<file path="src/rtl/q16_fixed_point_alu_macros.svh">
// ----------------------------------------------------------------------------
// q16_fixed_point_alu_macros
// Assertion macros used by the fixed-point ALU top module.
// ----------------------------------------------------------------------------
`ifndef Q16_FIXED_POINT_ALU_MACROS_SVH
`define Q16_FIXED_POINT_ALU_MACROS_SVH

// same-cycle implication, disabled during reset
`define Q16ALU_ASSERT_IMPL(label, ante, cons, msg) \
	label: assert property (@(posedge clk) disable iff (!arst_n) (ante) |-> (cons)) \
		else $error(msg);

// next-cycle implication, disabled during reset
`define Q16ALU_ASSERT_NEXT(label, ante, cons, msg) \
	label: assert property (@(posedge clk) disable iff (!arst_n) (ante) |=> (cons)) \
		else $error(msg);

`endif

</file>
<file path="src/rtl/q16alu_pkg.sv">
// ----------------------------------------------------------------------------
// q16alu_pkg
// Widths, command codes and stage types of the fixed-point ALU pipeline.
// ----------------------------------------------------------------------------
`default_nettype none

package q16alu_pkg;

	localparam int FRAC_BITS       = 16;
	localparam int DATA_W          = 32;
	localparam int WIDE_W          = 64;
	localparam int CMD_W           = 3;
	localparam int POS_W           = 6;
	// dividend is |a| scaled by the fraction, quotient has the same width
	localparam int NQ_W            = DATA_W + FRAC_BITS;
	localparam int STEPS_PER_STAGE = 2;
	localparam int DIV_STAGES      = NQ_W / STEPS_PER_STAGE;
	// front end (two stages) plus divider stages
	localparam int PIPE_STAGES     = DIV_STAGES + 2;

	localparam logic [CMD_W-1:0] CMD_ADD  = 3'd0;
	localparam logic [CMD_W-1:0] CMD_SUB  = 3'd1;
	localparam logic [CMD_W-1:0] CMD_MUL  = 3'd2;
	localparam logic [CMD_W-1:0] CMD_DIV  = 3'd3;
	localparam logic [CMD_W-1:0] CMD_CMP  = 3'd4;
	localparam logic [CMD_W-1:0] CMD_LOAD = 3'd5;

	// result already settled in the front end, or divide bookkeeping
	typedef struct packed {
		logic              is_div;
		logic              qneg;
		logic              dz;
		logic [DATA_W-1:0] res;
		logic              lt;
		logic              eq;
		logic              gt;
	} side_t;

	// one divider stage: partial remainder, dividend/quotient shift word
	typedef struct packed {
		logic [DATA_W-1:0] rem;
		logic [NQ_W-1:0]   nq;
		logic [DATA_W-1:0] dvsr;
		side_t             side;
	} div_t;

endpackage

`default_nettype wire

</file>
<file path="src/rtl/q16alu_front.sv">
// ----------------------------------------------------------------------------
// q16alu_front
// Two front stages: multiply, load rescale and operand magnitudes, then the
// results of the non-divide commands and the divider's starting word.
// ----------------------------------------------------------------------------
`default_nettype none

module q16alu_front (
	input  wire logic                                   clk,
	input  wire logic                                   en,
	input  wire logic [q16alu_pkg::CMD_W-1:0]           cmd,
	input  wire logic signed [q16alu_pkg::DATA_W-1:0]   operand_a,
	input  wire logic signed [q16alu_pkg::DATA_W-1:0]   operand_b,
	input  wire logic signed [q16alu_pkg::WIDE_W-1:0]   wide_value,
	input  wire logic [q16alu_pkg::POS_W-1:0]           point_position,
	output q16alu_pkg::div_t                            init_s2
);

	localparam int DW = q16alu_pkg::DATA_W;
	localparam int WW = q16alu_pkg::WIDE_W;
	localparam int PW = q16alu_pkg::POS_W;
	localparam int FB = q16alu_pkg::FRAC_BITS;

	localparam logic signed [WW-1:0] MAX_W = {{(WW-DW+1){1'b0}}, {(DW-1){1'b1}}};
	localparam logic signed [WW-1:0] MIN_W = {{(WW-DW+1){1'b1}}, {(DW-1){1'b0}}};

	// stage 1 registers
	logic [q16alu_pkg::CMD_W-1:0] cmd_s1;
	logic signed [DW-1:0]         a_s1;
	logic signed [DW-1:0]         b_s1;
	logic signed [2*DW-1:0]       prod_s1;
	logic signed [WW-1:0]         ld_s1;
	logic [DW-1:0]                na_s1;
	logic [DW-1:0]                nb_s1;
	logic                         qneg_s1;
	logic                         dz_s1;

	logic signed [WW-1:0] ld_c;
	logic signed [WW-1:0] hi_lim;
	logic signed [WW-1:0] lo_lim;
	logic [PW-1:0]        lsh;
	logic [DW-1:0]        lval;

	// load: rescale to the sample point; left shifts saturate here
	always_comb begin
		lsh    = PW'(FB) - point_position;
		hi_lim = MAX_W >>> lsh;
		lo_lim = WW'(0) - (WW'(1) << (PW'(DW-1) - lsh));
		lval   = wide_value[DW-1:0] << lsh;
		if (point_position > PW'(FB)) begin
			ld_c = wide_value >>> (point_position - PW'(FB));
		end else if (wide_value > hi_lim) begin
			ld_c = MAX_W;
		end else if (wide_value < lo_lim) begin
			ld_c = MIN_W;
		end else begin
			ld_c = {{(WW-DW){lval[DW-1]}}, lval};
		end
	end

	always_ff @(posedge clk) begin
		if (en) begin
			cmd_s1  <= cmd;
			a_s1    <= operand_a;
			b_s1    <= operand_b;
			prod_s1 <= operand_a * operand_b;
			ld_s1   <= ld_c;
			na_s1   <= operand_a[DW-1] ? DW'(0) - operand_a : operand_a;
			nb_s1   <= operand_b[DW-1] ? DW'(0) - operand_b : operand_b;
			qneg_s1 <= operand_a[DW-1] ^ operand_b[DW-1];
			dz_s1   <= (operand_b == '0);
		end
	end

	// stage 2: settle the non-divide results, seed the divider
	q16alu_pkg::div_t     init_c;
	logic signed [2*DW-1:0] rnd;

	always_comb begin
		rnd                = prod_s1 + ((2*DW)'(1) << (FB - 1));
		init_c.rem         = '0;
		init_c.nq          = {na_s1, {FB{1'b0}}};
		init_c.dvsr        = nb_s1;
		init_c.side.is_div = (cmd_s1 == q16alu_pkg::CMD_DIV);
		init_c.side.qneg   = qneg_s1;
		init_c.side.dz     = dz_s1;
		init_c.side.res    = '0;
		init_c.side.lt     = 1'b0;
		init_c.side.eq     = 1'b0;
		init_c.side.gt     = 1'b0;
		unique case (cmd_s1)
			q16alu_pkg::CMD_ADD: init_c.side.res = a_s1 + b_s1;
			q16alu_pkg::CMD_SUB: init_c.side.res = a_s1 - b_s1;
			q16alu_pkg::CMD_MUL: init_c.side.res = rnd[FB+DW-1:FB];
			q16alu_pkg::CMD_CMP: begin
				init_c.side.lt = (a_s1 < b_s1);
				init_c.side.eq = (a_s1 == b_s1);
				init_c.side.gt = (a_s1 > b_s1);
			end
			q16alu_pkg::CMD_LOAD: begin
				if (ld_s1 > MAX_W) init_c.side.res = MAX_W[DW-1:0];
				else if (ld_s1 < MIN_W) init_c.side.res = MIN_W[DW-1:0];
				else init_c.side.res = ld_s1[DW-1:0];
			end
			default: init_c.side.res = '0;
		endcase
	end

	always_ff @(posedge clk) begin
		if (en) begin
			init_s2 <= init_c;
		end
	end

endmodule

`default_nettype wire

</file>
<file path="config.mk">
export PLATFORM = sky130hd
export DESIGN_NAME = q16alu_front
export DESIGN_NICKNAME = d
export VERILOG_FILES = /design/src/rtl/q16_fixed_point_alu_macros.svh /design/src/rtl/q16alu_pkg.sv /design/src/rtl/q16alu_front.sv
export SDC_FILE = /design/constraint.sdc
export NUM_CORES = 2
export LEC_CHECK = 0
export ABC_AREA = 1
export BUFFER_PORTS_ARGS = -buffer_cell sky130_fd_sc_hd__buf_4
export CORE_MARGIN = 4
export CORE_UTILIZATION = 55
export CTS_CLUSTER_SIZE = 10
export DETAILED_ROUTE_END_ITERATION = 16
export GPL_ROUTABILITY_DRIVEN = 0
export GPL_TIMING_DRIVEN = 0
export PLACE_DENSITY = 0.74
export SLEW_MARGIN = 20
export SYNTH_ARGS = -nofsm -noshare
export SYNTH_HDL_FRONTEND = slang
export SYNTH_SLANG_ARGS = --single-unit
</file>
<file path="constraint.sdc">
create_clock -name clk -period 9.8 [get_ports clk]
set_input_delay 0 -clock clk [delete_from_list [all_inputs] [get_ports clk]]
set_output_delay 0 -clock clk [all_outputs]
set_load 0.02 [all_outputs]
</file>
After elaboration in Yosys (flattened, before gate mapping)
Index checks and enable logic that the tools add are counted.
Widths: inputs -> output; s select.
{"block": "op_classes", "order_cmp": 7, "n_addsub": 9, "shift": 4, "bitwise_logic": 1, "n_mux": 8, "mul": 1, "reduce_logical": 2, "eq_ne": 6}
{"cell": "$mux 64", "count": 3}
{"cell": "$pmux 32 s4", "count": 1}
{"cell": "$gt 64x32->1 const B", "count": 1}
{"cell": "$gt 64x64->1", "count": 1}
{"cell": "$lt 64x32->1 const B", "count": 1}
{"cell": "$lt 64x64->1", "count": 1}
{"cell": "$mux 32", "count": 2}
{"cell": "$shl 1x6->64 const A", "count": 1}
{"cell": "$sshr 32x6->64 const A", "count": 1}
{"cell": "$sshr 64x6->64", "count": 1}
{"cell": "$sub 1x32->32 const A", "count": 2}
{"cell": "$sub 1x64->64 const A", "count": 1}
{"cell": "$mux 31", "count": 2}
{"cell": "$add 48x17->48 const B", "count": 1}
{"cell": "$mul 32x32->48", "count": 1}
{"cell": "$add 32x32->32", "count": 1}
{"cell": "$eq 32x32->1", "count": 1}
{"cell": "$gt 32x32->1", "count": 1}
{"cell": "$logic_not 32->1", "count": 1}
{"cell": "$lt 32x32->1", "count": 1}
{"cell": "$shl 32x6->32", "count": 1}
{"cell": "$sub 32x32->32", "count": 1}
{"cell": "$sub 5x6->6 const A", "count": 2}
{"cell": "$eq 3x2->1 const B", "count": 2}
{"cell": "6 further kinds", "count": 7}
{"block": "totals", "inputBits": 139, "register_bits": 347}

Logic depth before layout (Yosys ltp)
{"block": "depth", "depth_word": 8, "depth_mapped": 41, "depth_no_buf": 36}

Least setup slack after synthesis
Ideal clock, no wire load.
{"block": "synth_path", "path_kind": "input -> register", "from": "in operand_a[31] (netlist bit)", "to": "reg prod_s1[44] (data pin)", "path_slack_ps": 3023, "stages": 24, "t_required_ps": 9535, "path_buffers": 2, "t_arrival_ps": 6512, "cell_sequence": "clkbuf_1 -> buf_1 -> nand2_1 -> inv_1 -> fa_1 -> fa_1 -> fa_1 -> inv_1 -> fa_1 -> inv_1 -> fa_1 -> inv_1 -> fa_1 -> fa_1 -> fa_1 -> inv_1 -> ha_1 -> a21oi_1 -> inv_1 -> a21oi_1 -> o21ai_0 -> a31oi_1 -> o21ai_0 -> xor2_1"}
{"block": "synth_between", "elab_chain_cells": 1}
{"element": "start, declared", "line": "q16alu_front.sv:12", "source": "input wire logic signed [q16alu_pkg::DATA_W-1:0] operand_a,"}
{"element": "$mul 32x32->48", "line": "q16alu_front.sv:66", "source": "prod_s1 <= operand_a * operand_b;"}
{"element": "end signal, assigned", "line": "q16alu_front.sv:66"}
{"element": "end, declared", "line": "q16alu_front.sv:31", "source": "logic signed [2*DW-1:0] prod_s1;"}
No other way between the ends.
A chain may end at the register's enable or synchronous reset.

Final worst setup path
{"block": "layout_path", "from": "in operand_a[11] (netlist bit)", "to": "reg prod_s1[42] (data pin)"}
Same word-level chain as after synthesis.

==> flow_metrics.tcl <==
set metrics [dict create \
    grt_pass1_vias 52600 \
    worst_skew_pair.late_latency_ns 0.56 \
    gr-usage-all-layers_pct 38.6 \
    clk_pin_slew_worst_paths_ns 0.06 \
    effective_utilization_at_floorplan_pct 55.4 \
    cts_tree "done" \
    antenna_found_initial 7 \
    maximum_operating_frequency_mhz 104 \
    required_ns 10.07 \
    final-max-slew-violation-count 0 \
    worstHoldStart "wide_value[63]" \
    die_width_um 331 \
    timing.reg2reg.setup_slack_ns 6.05 \
    drt-initial-drc-count 8585 \
    io_buffer_count 239 \
    ys_seq_area_share_pct 17.3 \
    muxShareOfSynthArea_pct 0.576 \
    fp.coreArea_um2 103000 \
    yosys.cell_types.count 65 \
    number_of_clock_sinks_seen_by_cts 330 \
    overall_overflow_remaining_after_global_route 0 \
    cp_data_arrival_time_ns 9.85 \
    register_cell_area_after_layout_um2 9910 \
    synth-simple-area-share_pct 18.7 \
    timing.hold.worst_endpoint "ld_s1[33]" \
    worst_setup_path_start_kind "primary input" \
    synth_compound_gate_area_share_pct 9.21 \
    postRouteWirelength_mm 215 \
    wl_per_cell_um 23.2 \
    cap_violations 0 \
    cell_types_occupying_the_most_area_after_synthesis "fa_1 29%, edfxtp_1 17%, nand2_1 11%" \
    synth_fa_ha_area_share_pct 36.5 \
    total_die_area_um2 110000 \
    syn-cell-area_um2 57400 \
    post_synth_xor_area_fraction_pct 2.99 \
    ys_warn_count 0 \
    postCtsResizedCells 0 \
    critical_path_peak_fanout 10 \
    yosys.area.top_type_share_pct 29.3 \
    placement.cell_area_um2 61200 \
    timing.reg2reg.worst_path_depth 14 \
    syn_area_per_cell_um2 7.67 \
    hp-class "primary input to register" \
    hold_violations 0 \
    detail_route.vias_per_cell 5.91 \
    final_nets 9194 \
    ys_seq_elements 330 \
    multi_input_comb_area_um2 39200 \
    max-clock-path-buffers 3 \
    synthArstFlopShare_pct 0 \
    io_pins 289 \
    worst_r2r_startpoint "a_s1[6]" \
    setup_viol 0 \
    setup_tns_ns 0 \
    layout.cell_area.non_filler_um2 63000 \
    ys_top_cells_by_count "1734 x nand2_1, 1715 x inv_1, 840 x fa_1" \
    clock_h_tree_levels 2 \
    worst_slew_margin_rel_pct 6.93 \
    area_grow_syn2layout_pct 9.77 \
    dp.cells 9153 \
    vias 54800 \
    fillerInstances 9190 \
    fin_skew_ns 0.0350 \
    grt_first_pass_wirelength_mm 314 \
    most_repeated_cell_in_the_gate_level_netlist_after_synthesis "nand2_1" \
    count_of_flip_flops_with_a_built_in_enable_after_synthesis 330 \
    outcome "completed" \
    timing.critical_path.to_type "register" \
    floorplan.die.height_um 331 \
    min_path_cells 5 \
    finalWorstPathRequiredPeriod_ns 9.59 \
    path_class "primary input to register" \
    remaining_drc_errors 0 \
    worst_r2r_endpoint "init_s2[28]" \
    final_antenna_net_count 0 \
    rsz_0062_raised_after_global_routing "false" \
    final_cell_count_no_fill 9276 \
    grt_max_degree 109 \
    clk_root_buffer_cell "clkbuf_16" \
    cts_made_buffers 40 \
    dr.pass1.iters 13 \
    synth_top_area_cell "fa_1" \
    worst_slew_pin_slew_ns 1.40 \
    yosys_most_used_dff "edfxtp_1" \
    synth_top_family_by_area "adder cells" \
    cells_after_synth 7484 \
    fin_crit_sh_pct 97.8 \
    drive_above_1_share_pct 5.56 \
    place.detailed.hpwl_mm 173 \
    std_cell_rows 118 \
]
==> sequential cells by signal, indices dropped and copies added (netlist names) <==
signal   cells
na_s1       31
prod_s1     33
init_s2    102
dz_s1        1
a_s1        32
b_s1        32
cmd_s1       3
ld_s1       64
qneg_s1      1
nb_s1       31
==> layout by cell type, fill, tap and decap left out, drive strengths merged, types with 9 or more instances in the layout <==
cell	Yosys	layout
nor4	32	32
or2	25	25
edfxtp	330	330
nand4	62	62
o211ai	23	23
ha	331	331
mux2i	33	33
fa	840	840
nand3	214	214
nand2	1751	1751
nor3	77	77
o21a	16	16
xnor2	76	76
nor2	436	436
inv	1728	1730
o311ai	9	9
xor2	120	120
a21o	9	9
a211oi	14	14
dlygate4sd3	0	68
conb	1	48
clkbuf	321	364
o21ai	401	401
a31oi	43	43
buf	124	367
a21oi	380	380
==> per-stage QoR <==
step / setup slack (ns) / util [%] / hold slack, ns
after global placement: 0.819 / 59.0 / 0.180
final: 0.214 / 60.9 / 0.0806
after CTS: 0.783 / 60.8 / 0.0423
after detailed placement: 0.821 / 59.1 / 0.181
after global routing: 0.225 / 60.8 / 0.104
after floorplan: 3.02 / - / 0.0989
==> routing by layer <==
layer	up-vias	global-route usage, %	routed length [µm]
met2	4582	53.7	85200
met3	1251	16.8	36400
met5	-	2.22	533
li1	23500	-	-
met1	25500	47.8	73000
met4	16	27.3	20100
==> repair_timing <==
item | CTS | global route
buffers inserted | 0 | 0
hold buffers | 68 | 0
endpoints found under the hold margin | 97 | 0
==> layout make-up <==
cell class | count | share of cell area (%)
Clock inverter | 6 | 0.113
Buffer | 445 | 3.04
Timing Repair Buffer | 311 | 4.09
Antenna cell | 5 | 0.0199
Inverter | 1732 | 10.3
Clock buffer | 43 | 1.64
Sequential cell | 330 | 15.7
Tap cell | 1380 | 2.74
Multi-Input combinational cell | 5024 | 62.3
==> cells by family after synthesis <==
family / after synthesis
buffers and inverters: 2177
AND/OR/NAND/NOR: 2613
adder cells (fa/ha/maj): 1171
multiplexers: 33
XOR/XNOR: 196
flip-flops: 330
other: 1
AO/OA/AOI/OAI: 963
==> how the worst max path moves through the flow <==
stage / to / cells past startpoint / start
final: prod_s1[42] / 26 / operand_a[11]
after global placement: prod_s1[44] / 25 / operand_a[31]
after floorplan: prod_s1[44] / 24 / operand_a[31]
after global routing: prod_s1[46] / 26 / operand_a[31]
after detailed placement: prod_s1[44] / 25 / operand_a[31]
after CTS: prod_s1[44] / 26 / operand_a[31]
==> worst max-delay path, cell delays in order <==
cell and delay [ns]:
dlygate4sd3_1 0.55, buf_4 0.13, clkbuf_1 0.90, clkbuf_1 1.10
nand2_1 0.11, inv_1 0.11, fa_1 0.43, fa_1 0.51
inv_1 0.05, fa_1 0.52, fa_1 0.52, inv_1 0.05
fa_1 0.49, fa_1 0.52, fa_1 0.51, fa_1 0.49
ha_1 0.38, a21oi_1 0.36, o21ai_0 0.16, a21oi_1 0.16
o21ai_0 0.11, a21oi_1 0.58, nor2_1 0.16, o21ai_0 0.30
o211ai_1 0.16, xor2_1 0.47
Power is not shown: default switching activity piles up to over one toggle a cycle in this logic, so the estimate is an artifact.
